===== config.mk =====
export PLATFORM = sky130hd
export DESIGN_NAME = limit_switch_travel_calibrator_unit
export DESIGN_NICKNAME = d
export VERILOG_FILES = /design/src/rtl/lstc_pkg.sv /design/src/rtl/lstc_cfg_regs.sv /design/src/rtl/lstc_in_stage.sv /design/src/rtl/lstc_engine.sv /design/src/rtl/limit_switch_travel_calibrator_unit.sv
export SDC_FILE = /design/constraint.sdc
export NUM_CORES = 1
export LEC_CHECK = 0
export BUFFER_PORTS_ARGS = -buffer_cell sky130_fd_sc_hd__buf_2
export CORE_AREA = 2 2 145 147
export CTS_BUF_LIST = sky130_fd_sc_hd__clkbuf_4 sky130_fd_sc_hd__clkbuf_8 sky130_fd_sc_hd__clkbuf_16
export CTS_CLUSTER_DIAMETER = 50
export CTS_CLUSTER_SIZE = 24
export DETAILED_ROUTE_END_ITERATION = 8
export DIE_AREA = 0 0 147 149
export GPL_ROUTABILITY_DRIVEN = 0
export PLACE_DENSITY = 0.69
export SYNTH_ARGS = -nofsm -noshare
export SYNTH_HDL_FRONTEND = slang
export SYNTH_SLANG_ARGS = --single-unit

===== constraint.sdc =====
create_clock -name clk -period 5.7 [get_ports clk]
set_clock_uncertainty 0.05 [all_clocks]
set_input_delay 0.57 -clock clk [delete_from_list [all_inputs] [get_ports clk]]
set_output_delay 0.57 -clock clk [all_outputs]
set_load 0.01 [all_outputs]

===== src/rtl/lstc_pkg.sv =====
// shared types, register codes and switch decoding for the travel calibrator
`timescale 1ns / 1ps
`default_nettype none
package lstc_pkg;

  localparam logic FUNC_START = 1'b0;
  localparam logic FUNC_STEP  = 1'b1;

  localparam logic [1:0] AXIS_INVALID = 2'd3;

  localparam logic [1:0] SW_NONE = 2'd0;
  localparam logic [1:0] SW_X    = 2'd1;
  localparam logic [1:0] SW_Y    = 2'd2;
  localparam logic [1:0] SW_Z    = 2'd3;

  localparam logic [1:0] CFG_LOCKOUT    = 2'd0;
  localparam logic [1:0] CFG_MAX_SEARCH = 2'd1;
  localparam logic [1:0] CFG_MAX_TRAVEL = 2'd2;

  localparam logic [15:0] LOCKOUT_RESET    = 16'd50;
  localparam logic [31:0] MAX_SEARCH_RESET = 32'd100000;
  localparam logic [31:0] MAX_TRAVEL_RESET = 32'd1000000;

  typedef struct packed {
    logic [15:0] lockout_steps;
    logic [31:0] max_search_steps;
    logic [31:0] max_travel_steps;
  } cfg_t;

  // switch samples are ordered {z, y, x}
  typedef struct packed {
    logic       func;
    logic [1:0] axis_sel;
    logic [2:0] now;
    logic [2:0] late;
  } item_t;

  typedef struct packed {
    logic        step_request;
    logic [1:0]  step_axis;
    logic        direction;
    logic        run_done;
    logic        run_failed;
    logic [31:0] travel_steps;
  } result_t;

  // id of the single pressed switch, none when zero or several are pressed
  function automatic logic [1:0] switch_id(input logic [2:0] zyx);
    logic [1:0] id;
    case (zyx)
      3'b001:  id = SW_X;
      3'b010:  id = SW_Y;
      3'b100:  id = SW_Z;
      default: id = SW_NONE;
    endcase
    return id;
  endfunction

  function automatic logic [1:0] stable_id(input logic [2:0] now, input logic [2:0] late);
    logic [1:0] s1;
    logic [1:0] s2;
    s1 = switch_id(now);
    s2 = switch_id(late);
    return ((s1 != SW_NONE) && (s1 == s2)) ? s1 : SW_NONE;
  endfunction

endpackage
`default_nettype wire


===== src/rtl/lstc_cfg_regs.sv =====
// configuration registers of the travel calibrator
`timescale 1ns / 1ps
`default_nettype none
module lstc_cfg_regs (
  input  wire              clk,
  input  wire              rst,
  input  wire              cfg_valid,
  output logic             cfg_ready,
  input  wire        [1:0] cfg_index,
  input  wire       [31:0] cfg_data,
  output lstc_pkg::cfg_t   cfg
);

  assign cfg_ready = 1'b1;

  always_ff @(posedge clk) begin
    if (rst) begin
      cfg.lockout_steps    <= lstc_pkg::LOCKOUT_RESET;
      cfg.max_search_steps <= lstc_pkg::MAX_SEARCH_RESET;
      cfg.max_travel_steps <= lstc_pkg::MAX_TRAVEL_RESET;
    end else if (cfg_valid && cfg_ready) begin
      unique case (cfg_index)
        lstc_pkg::CFG_LOCKOUT:    cfg.lockout_steps    <= cfg_data[15:0];
        lstc_pkg::CFG_MAX_SEARCH: cfg.max_search_steps <= cfg_data;
        lstc_pkg::CFG_MAX_TRAVEL: cfg.max_travel_steps <= cfg_data;
        default: ; // unused index, write dropped
      endcase
    end
  end

endmodule
`default_nettype wire


===== src/rtl/lstc_in_stage.sv =====
// input register stage of the travel calibrator
`timescale 1ns / 1ps
`default_nettype none
module lstc_in_stage (
  input  wire              clk,
  input  wire              rst,
  input  wire              item_valid,
  output logic             item_stall,
  input  lstc_pkg::item_t  item_in,
  input  wire              advance,
  output logic             held_valid,
  output lstc_pkg::item_t  held_item
);

  assign item_stall = held_valid && !advance;

  always_ff @(posedge clk) begin
    if (rst) begin
      held_valid <= 1'b0;
    end else if (!item_stall) begin
      held_valid <= item_valid;
    end
  end

  always_ff @(posedge clk) begin
    if (!item_stall && item_valid) begin
      held_item <= item_in;
    end
  end

endmodule
`default_nettype wire


===== src/rtl/lstc_engine.sv =====
// run state, switch filter and result register of the travel calibrator
`timescale 1ns / 1ps
`default_nettype none
module lstc_engine #(
  parameter int COUNT_WIDTH = 32
) (
  input  wire              clk,
  input  wire              rst,
  input  lstc_pkg::cfg_t   cfg,
  input  wire              held_valid,
  input  lstc_pkg::item_t  held_item,
  output logic             advance,
  output logic             result_valid,
  input  wire              result_stall,
  output lstc_pkg::result_t result
);

  localparam int CMP_W = (COUNT_WIDTH > 32) ? COUNT_WIDTH : 32;

  typedef enum logic [1:0] {
    PH_IDLE   = 2'd0,
    PH_SEARCH = 2'd1,
    PH_TRAVEL = 2'd2
  } phase_t;

  phase_t                 phase, phase_next;
  logic                   dir_level, dir_level_next;
  logic [1:0]             run_axis, run_axis_next;
  logic [1:0]             start_switch, start_switch_next;
  logic [1:0]             recent_switch, recent_switch_next;
  logic [15:0]            lock_count, lock_count_next;
  logic [COUNT_WIDTH-1:0] step_count, step_count_next;
  lstc_pkg::result_t      result_next;

  logic                   fire;
  logic [1:0]             id_now;
  logic [1:0]             sw;
  logic [15:0]            lock_dec;
  logic [1:0]             recent_filt;
  logic                   accept;
  logic [COUNT_WIDTH-1:0] cnt_inc;
  logic [CMP_W-1:0]       cnt_ext;
  logic                   search_limit;
  logic                   travel_limit;

  assign advance = !result_valid || !result_stall;
  assign fire    = held_valid && advance;

  // lockout filter as seen by a step item
  always_comb begin
    id_now       = lstc_pkg::switch_id(held_item.now);
    sw           = lstc_pkg::stable_id(held_item.now, held_item.late);
    lock_dec     = (lock_count != 16'd0) ? lock_count - 16'd1 : 16'd0;
    recent_filt  = ((lock_dec == 16'd0) && (id_now == lstc_pkg::SW_NONE)) ?
                   lstc_pkg::SW_NONE : recent_switch;
    accept       = (sw != lstc_pkg::SW_NONE) &&
                   !((sw == recent_filt) && (lock_dec != 16'd0));
    cnt_inc      = step_count + COUNT_WIDTH'(1);
    cnt_ext      = CMP_W'(cnt_inc);
    search_limit = cnt_ext >= CMP_W'(cfg.max_search_steps);
    travel_limit = cnt_ext >= CMP_W'(cfg.max_travel_steps);
  end

  always_comb begin
    phase_next         = phase;
    dir_level_next     = dir_level;
    run_axis_next      = run_axis;
    start_switch_next  = start_switch;
    recent_switch_next = recent_switch;
    lock_count_next    = lock_count;
    step_count_next    = step_count;
    result_next        = '0;

    if (held_item.func == lstc_pkg::FUNC_START) begin
      if (held_item.axis_sel == lstc_pkg::AXIS_INVALID) begin
        phase_next             = PH_IDLE;
        result_next.run_done   = 1'b1;
        result_next.run_failed = 1'b1;
      end else begin
        run_axis_next      = held_item.axis_sel;
        recent_switch_next = lstc_pkg::SW_NONE;
        lock_count_next    = 16'd0;
        step_count_next    = '0;
        if (sw == lstc_pkg::SW_NONE) begin
          if (cfg.max_search_steps == 32'd0) begin
            phase_next             = PH_IDLE;
            result_next.run_done   = 1'b1;
            result_next.run_failed = 1'b1;
          end else begin
            phase_next               = PH_SEARCH;
            result_next.step_request = 1'b1;
          end
        end else begin
          start_switch_next  = sw;
          recent_switch_next = sw;
          lock_count_next    = cfg.lockout_steps;
          if (cfg.max_travel_steps == 32'd0) begin
            phase_next             = PH_IDLE;
            result_next.run_done   = 1'b1;
            result_next.run_failed = 1'b1;
          end else begin
            phase_next               = PH_TRAVEL;
            result_next.step_request = 1'b1;
          end
        end
      end
    end else begin
      unique case (phase)
        PH_IDLE: ;
        PH_SEARCH: begin
          step_count_next    = cnt_inc;
          recent_switch_next = accept ? sw : recent_filt;
          lock_count_next    = accept ? cfg.lockout_steps : lock_dec;
          if (accept) begin
            start_switch_next = sw;
            dir_level_next    = !dir_level;
            step_count_next   = '0;
            if (cfg.max_travel_steps == 32'd0) begin
              phase_next             = PH_IDLE;
              result_next.run_done   = 1'b1;
              result_next.run_failed = 1'b1;
            end else begin
              phase_next               = PH_TRAVEL;
              result_next.step_request = 1'b1;
            end
          end else if (search_limit) begin
            phase_next             = PH_IDLE;
            result_next.run_done   = 1'b1;
            result_next.run_failed = 1'b1;
          end else begin
            result_next.step_request = 1'b1;
          end
        end
        PH_TRAVEL: begin
          step_count_next    = cnt_inc;
          recent_switch_next = accept ? sw : recent_filt;
          lock_count_next    = accept ? cfg.lockout_steps : lock_dec;
          // the far switch ends the run, the start switch only relocks
          if (accept && (sw != start_switch)) begin
            dir_level_next           = !dir_level;
            phase_next               = PH_IDLE;
            result_next.run_done     = 1'b1;
            result_next.travel_steps = cnt_ext[31:0];
          end else if (travel_limit) begin
            phase_next             = PH_IDLE;
            result_next.run_done   = 1'b1;
            result_next.run_failed = 1'b1;
          end else begin
            result_next.step_request = 1'b1;
          end
        end
        default: ;
      endcase
    end

    result_next.step_axis = run_axis_next;
    result_next.direction = dir_level_next;
  end

  always_ff @(posedge clk) begin
    if (rst) begin
      phase         <= PH_IDLE;
      dir_level     <= 1'b1;
      run_axis      <= 2'd0;
      start_switch  <= lstc_pkg::SW_NONE;
      recent_switch <= lstc_pkg::SW_NONE;
      lock_count    <= 16'd0;
      step_count    <= '0;
      result_valid  <= 1'b0;
    end else begin
      if (advance) begin
        result_valid <= held_valid;
      end
      if (fire) begin
        phase         <= phase_next;
        dir_level     <= dir_level_next;
        run_axis      <= run_axis_next;
        start_switch  <= start_switch_next;
        recent_switch <= recent_switch_next;
        lock_count    <= lock_count_next;
        step_count    <= step_count_next;
      end
    end
  end

  always_ff @(posedge clk) begin
    if (fire) begin
      result <= result_next;
    end
  end

endmodule
`default_nettype wire


===== src/rtl/limit_switch_travel_calibrator_unit.sv =====
// top level of the limit switch travel calibrator
// an item passes the input register and then the result register on its way to the output
// throughput: one item per cycle unless the result stalls; the single state update sets it
// a stalled result holds the result register; the input register still takes one more item
// reset (rst, synchronous): idle, direction level 1, axis x, counters and lockout cleared,
// registers back to lockout 50, search limit 100000, travel limit 1000000
`timescale 1ns / 1ps
`default_nettype none
module limit_switch_travel_calibrator_unit #(
  parameter int COUNT_WIDTH = 32
) (
  input  wire         clk,
  input  wire         rst,
  input  wire         cfg_valid,
  output logic        cfg_ready,
  input  wire  [1:0]  cfg_index,
  input  wire  [31:0] cfg_data,
  input  wire         item_valid,
  output logic        item_stall,
  input  wire         func,
  input  wire  [1:0]  axis_sel,
  input  wire         x_now,
  input  wire         y_now,
  input  wire         z_now,
  input  wire         x_late,
  input  wire         y_late,
  input  wire         z_late,
  output logic        result_valid,
  input  wire         result_stall,
  output logic        step_request,
  output logic [1:0]  step_axis,
  output logic        direction,
  output logic        run_done,
  output logic        run_failed,
  output logic [31:0] travel_steps
);

  lstc_pkg::cfg_t    cfg;
  lstc_pkg::item_t   item_in;
  lstc_pkg::item_t   held_item;
  lstc_pkg::result_t result;
  logic              held_valid;
  logic              advance;

  assign item_in.func     = func;
  assign item_in.axis_sel = axis_sel;
  assign item_in.now      = {z_now, y_now, x_now};
  assign item_in.late     = {z_late, y_late, x_late};

  lstc_cfg_regs u_cfg (
    .clk       (clk),
    .rst       (rst),
    .cfg_valid (cfg_valid),
    .cfg_ready (cfg_ready),
    .cfg_index (cfg_index),
    .cfg_data  (cfg_data),
    .cfg       (cfg)
  );

  lstc_in_stage u_in (
    .clk        (clk),
    .rst        (rst),
    .item_valid (item_valid),
    .item_stall (item_stall),
    .item_in    (item_in),
    .advance    (advance),
    .held_valid (held_valid),
    .held_item  (held_item)
  );

  lstc_engine #(
    .COUNT_WIDTH (COUNT_WIDTH)
  ) u_engine (
    .clk          (clk),
    .rst          (rst),
    .cfg          (cfg),
    .held_valid   (held_valid),
    .held_item    (held_item),
    .advance      (advance),
    .result_valid (result_valid),
    .result_stall (result_stall),
    .result       (result)
  );

  assign step_request = result.step_request;
  assign step_axis    = result.step_axis;
  assign direction    = result.direction;
  assign run_done     = result.run_done;
  assign run_failed   = result.run_failed;
  assign travel_steps = result.travel_steps;

endmodule
`default_nettype wire


==> metrics.md <==
| Metric | Value |
|---|---|
| Iter 0 DRT Violations | 804 |
| Post-cts resize count | 0 |
| Final std cells w/o fill | 1506 |
| Fill cells | 1893 |
| Die Ht | 149 µm |
| Die Span X | 147 µm |
| Crit Reg-Reg Startpoint | u_engine.step_count[2]$_SDFFE_PP0P_ |
| Residual DRC | 0 |
| Maximum number of pins on one net before global-route repair | 88 |
| Mapped Cells | 1164 |
| Cts bufs inserted | 17 |
| Register area share after synthesis | 42.0% |
| Site Rows | 53 |
| Final Setup Violations | 0 |
| Register bit total from synthesis | 186 |
| Worst-path maximum fanout | 7 |
| Clock buffer depth | 2 |
| Detail Route Antenna Nets | 0 |
| Worst Min Path Start | axis_sel[1] |
| Avg WL per Cell | 16.4 µm |
| Met3 routed WL | 1230 µm |
| Critical Path Sink Type | register |
| Maximum clock rate | 0.208 GHz |
| Area Overhead vs Synth | 12.4% |
| Final Hold Fails | 0 |
| Worst Tran Pin Value | 1.12 ns |
| First-pass GRT wire length | 40400 µm |
| Syn. warnings | 0 |
| Via/cell ratio | 5.69 |
| Reg2Reg Depth | 15 |
| Slew Viols, Final | 0 |
| Hold endpoint | u_in.held_item[7]$_DFFE_PP_ |
| Fin crit period | 4.80 ns |
| Syn Std Cell Area | 9990 µm² |
| Initial antenna violation count | 0 |
| Clock Pin Slew Worst Setup and Hold Paths | 0.07 ns |
| Nets | 1334 |
| Outcome | completed |
| Drt first pass iters | 5 |
| # diodes | 0 |
| Worst path required time | 5.98 ns |
| Reg-to-Reg End | u_engine.phase[1]$_SDFFE_PP0P_ |
| Post-synth EDFFs | 47 |
| Setup TNS Final | 0 ns |
| Root buffer cell | clkbuf_16 |
| Power Density | 272 nW/µm² |
| Clk sinks | 186 |
| Vias in the first global route | 7735 |
| Mapped Avg Cell Area | 8.58 µm² |
| Dpl hpwl | 17700 µm |
| Final period utilization | 84.1% |
| Total of max-cap violations | 0 |
| Leak pwr | 4.34 nW |
| Netlist cell types | 79 |
| Slew HR | 25.0% |
| Die area | 21900 µm² |
| Clk_lat worst skew | 0.44 ns |
| Register-to-register setup slack | 0.90 ns |
| GRT overflow | 0 |
| Pwr Total | 3.06 mW |
| Hold Path Class | in -> reg |
| Peak supply drop | 0.225 mV |
| Layout cells sized above 1 | 11.9% |
| Post-CTS Setup Repair Bufs | 0 |
| Syn Nets | 1280 |
| I/O pins | 89 |
| Worst Path Arrival | 5.07 ns |
| Hold buffer count at cts | 0 |
| Top Layer Used | met4 |
| Routed length on met2 | 10600 µm |
| Async SR Flop Fraction | 0% |
| Main synth FF type | dfxtp_1 |
| IO Port Bufs | 87 |
| H-tree depth | 4 |
| Core area | 20600 µm² |
| Initial Utilization | 48.6% |
| Placed cell count | 1474 |
| GR Util All Layers | 23.0% |
| Worst setup SP type | register |
| DRT met1 WL | 12600 µm |
| Unrepaired setup endpoints after global routing | no |
| DRT Wirelength | 24800 µm |
| CTS tree | done |
| Vias | 8571 |
| Hold depth | 1 |
| Setup Crit Path Kind | reg -> reg |
==> synthesized netlist by cell type (4+ instances only) <==
cell type | number | area share, %
nor2_1 | 92 | 3.5
nand2b_1 | 6 | 0.38
nor3_1 | 19 | 0.95
o21ai_0 | 16 | 0.80
clkbuf_1 | 47 | 1.8
a31oi_1 | 12 | 0.75
nand4_1 | 25 | 1.6
o21a_1 | 10 | 0.75
o31ai_1 | 12 | 0.90
xnor2_1 | 22 | 1.9
or4_1 | 4 | 0.30
and3_1 | 5 | 0.31
or3_1 | 5 | 0.31
nand3_1 | 39 | 2.0
a22oi_1 | 25 | 1.9
a211oi_1 | 13 | 0.98
nor4_1 | 26 | 1.6
ha_1 | 68 | 8.5
inv_1 | 79 | 3.0
nand2_1 | 180 | 6.8
xor2_1 | 14 | 1.2
a21o_1 | 15 | 1.1
mux2i_1 | 5 | 0.50
a21oi_1 | 97 | 4.9
edfxtp_1 | 47 | 14
nor2b_1 | 34 | 2.1
nand3b_1 | 6 | 0.45
dfxtp_1 | 139 | 28
a311oi_1 | 5 | 0.44
nor4_2 | 4 | 0.50
a22o_1 | 6 | 0.53
buf_2 | 6 | 0.30
a211o_1 | 14 | 1.2
==> power by group <==
| part | switching [mW] | leakage [nW] | internal (mW) |
|---|---|---|---|
| sequential | 0.0377 | 1.56 | 1.40 |
| clock | 0.522 | 0.317 | 0.780 |
| combinational | 0.203 | 2.47 | 0.118 |
| total | 0.762 | 4.34 | 2.30 |
==> worst max-delay path by stage <==
stage / cells past startpoint / endpoint / from
after floorplan: 14 / u_engine.phase[0]$_SDFFE_PP0P_ / u_engine.step_count[0]$_SDFFE_PP0P_
final: 15 / u_engine.phase[1]$_SDFFE_PP0P_ / u_engine.step_count[2]$_SDFFE_PP0P_
after CTS: 15 / u_engine.phase[1]$_SDFFE_PP0P_ / u_engine.step_count[2]$_SDFFE_PP0P_
after detailed placement: 15 / u_engine.phase[1]$_SDFFE_PP0P_ / u_engine.step_count[2]$_SDFFE_PP0P_
after global placement: 15 / u_engine.phase[0]$_SDFFE_PP0P_ / u_engine.step_count[2]$_SDFFE_PP0P_
after global routing: 15 / u_engine.phase[1]$_SDFFE_PP0P_ / u_engine.step_count[6]$_SDFFE_PP0P_
==> flip-flops by register name, indices dropped and copies added (netlist names) <==
name / cells
u_cfg.cfg: 80
u_engine.dir_level: 1
u_engine.lock_count: 16
u_engine.phase: 2
u_engine.recent_switch: 2
u_engine.result: 38
u_engine.result_valid: 1
u_engine.run_axis: 2
u_engine.start_switch: 2
u_engine.step_count: 32
u_in.held_item: 9
u_in.held_valid: 1
==> layer usage <==
layer / up-vias / GRT usage (%)
li1: 4246 / -
met1: 4025 / 35.0
met2: 272 / 33.6
met3: 28 / 3.79
met4: 0 / 6.44
met5: - / 0
==> per-stage QoR <==
stage          hold WS [ns]  worst slack (ns)  cell area (µm²)  utilization, %
6_report              0.254             0.904            11200            54.6
3_3_place_gp          0.395              1.09            10600            51.5
5_1_grt               0.245             0.575            11200            54.6
4_1_cts               0.246             0.943            11200            54.6
2_1_floorplan         0.382              1.62             9990               -
3_5_place_dp          0.405              1.02            10600            51.5
==> area by class of cell <==
type	instances	area, µm²	share of cell area (%)
clock buffer	17	425	3.79
sequential	186	4190	37.3
timing repair buffer	95	498	4.43
multi-input combinational	837	5250	46.7
inverter	81	304	2.71
clock inverter	15	221	1.97
tap	275	344	3.06
==> layout by cell type, fill, tap and decap left out, types with 16 or more instances in the layout <==
cell and instances:
inv_1 79, o21ai_0 16, nor2b_1 34, nand3_1 39, nor4_1 26, a22oi_1 25
dfxtp_1 139, buf_2 86, clkbuf_16 17, nand2_1 180, edfxtp_1 47, nand4_1 25
nor3_1 19, nor2_1 92, xnor2_1 22, ha_1 68, a21oi_1 96
==> critical path, stage by stage, from the launching register on <==
cell	delay (ns)
dfxtp_1	0.43
and3_1	0.24
nand4_1	0.27
nor4_2	0.54
nand3_1	0.35
nor3_1	0.30
xor2_1	0.34
ha_1	0.31
nand4_1	0.14
a211oi_1	0.06
or3_1	0.35
a211oi_1	0.22
o211ai_1	0.23
a21o_1	0.25
o221a_4	0.30
mux2_4	0.30
==> kinds of logic after synthesis <==
group	after synthesis	synth area share (%)
compound gates	259	17.4
xor+xnor	36	3.16
fa+ha+maj	68	8.51
buf+inv	141	5.57
flops	186	42.0
mux	7	0.801
other cells	1	0.0375
simple gates	466	22.6
(Power assumes the default switching activity.)
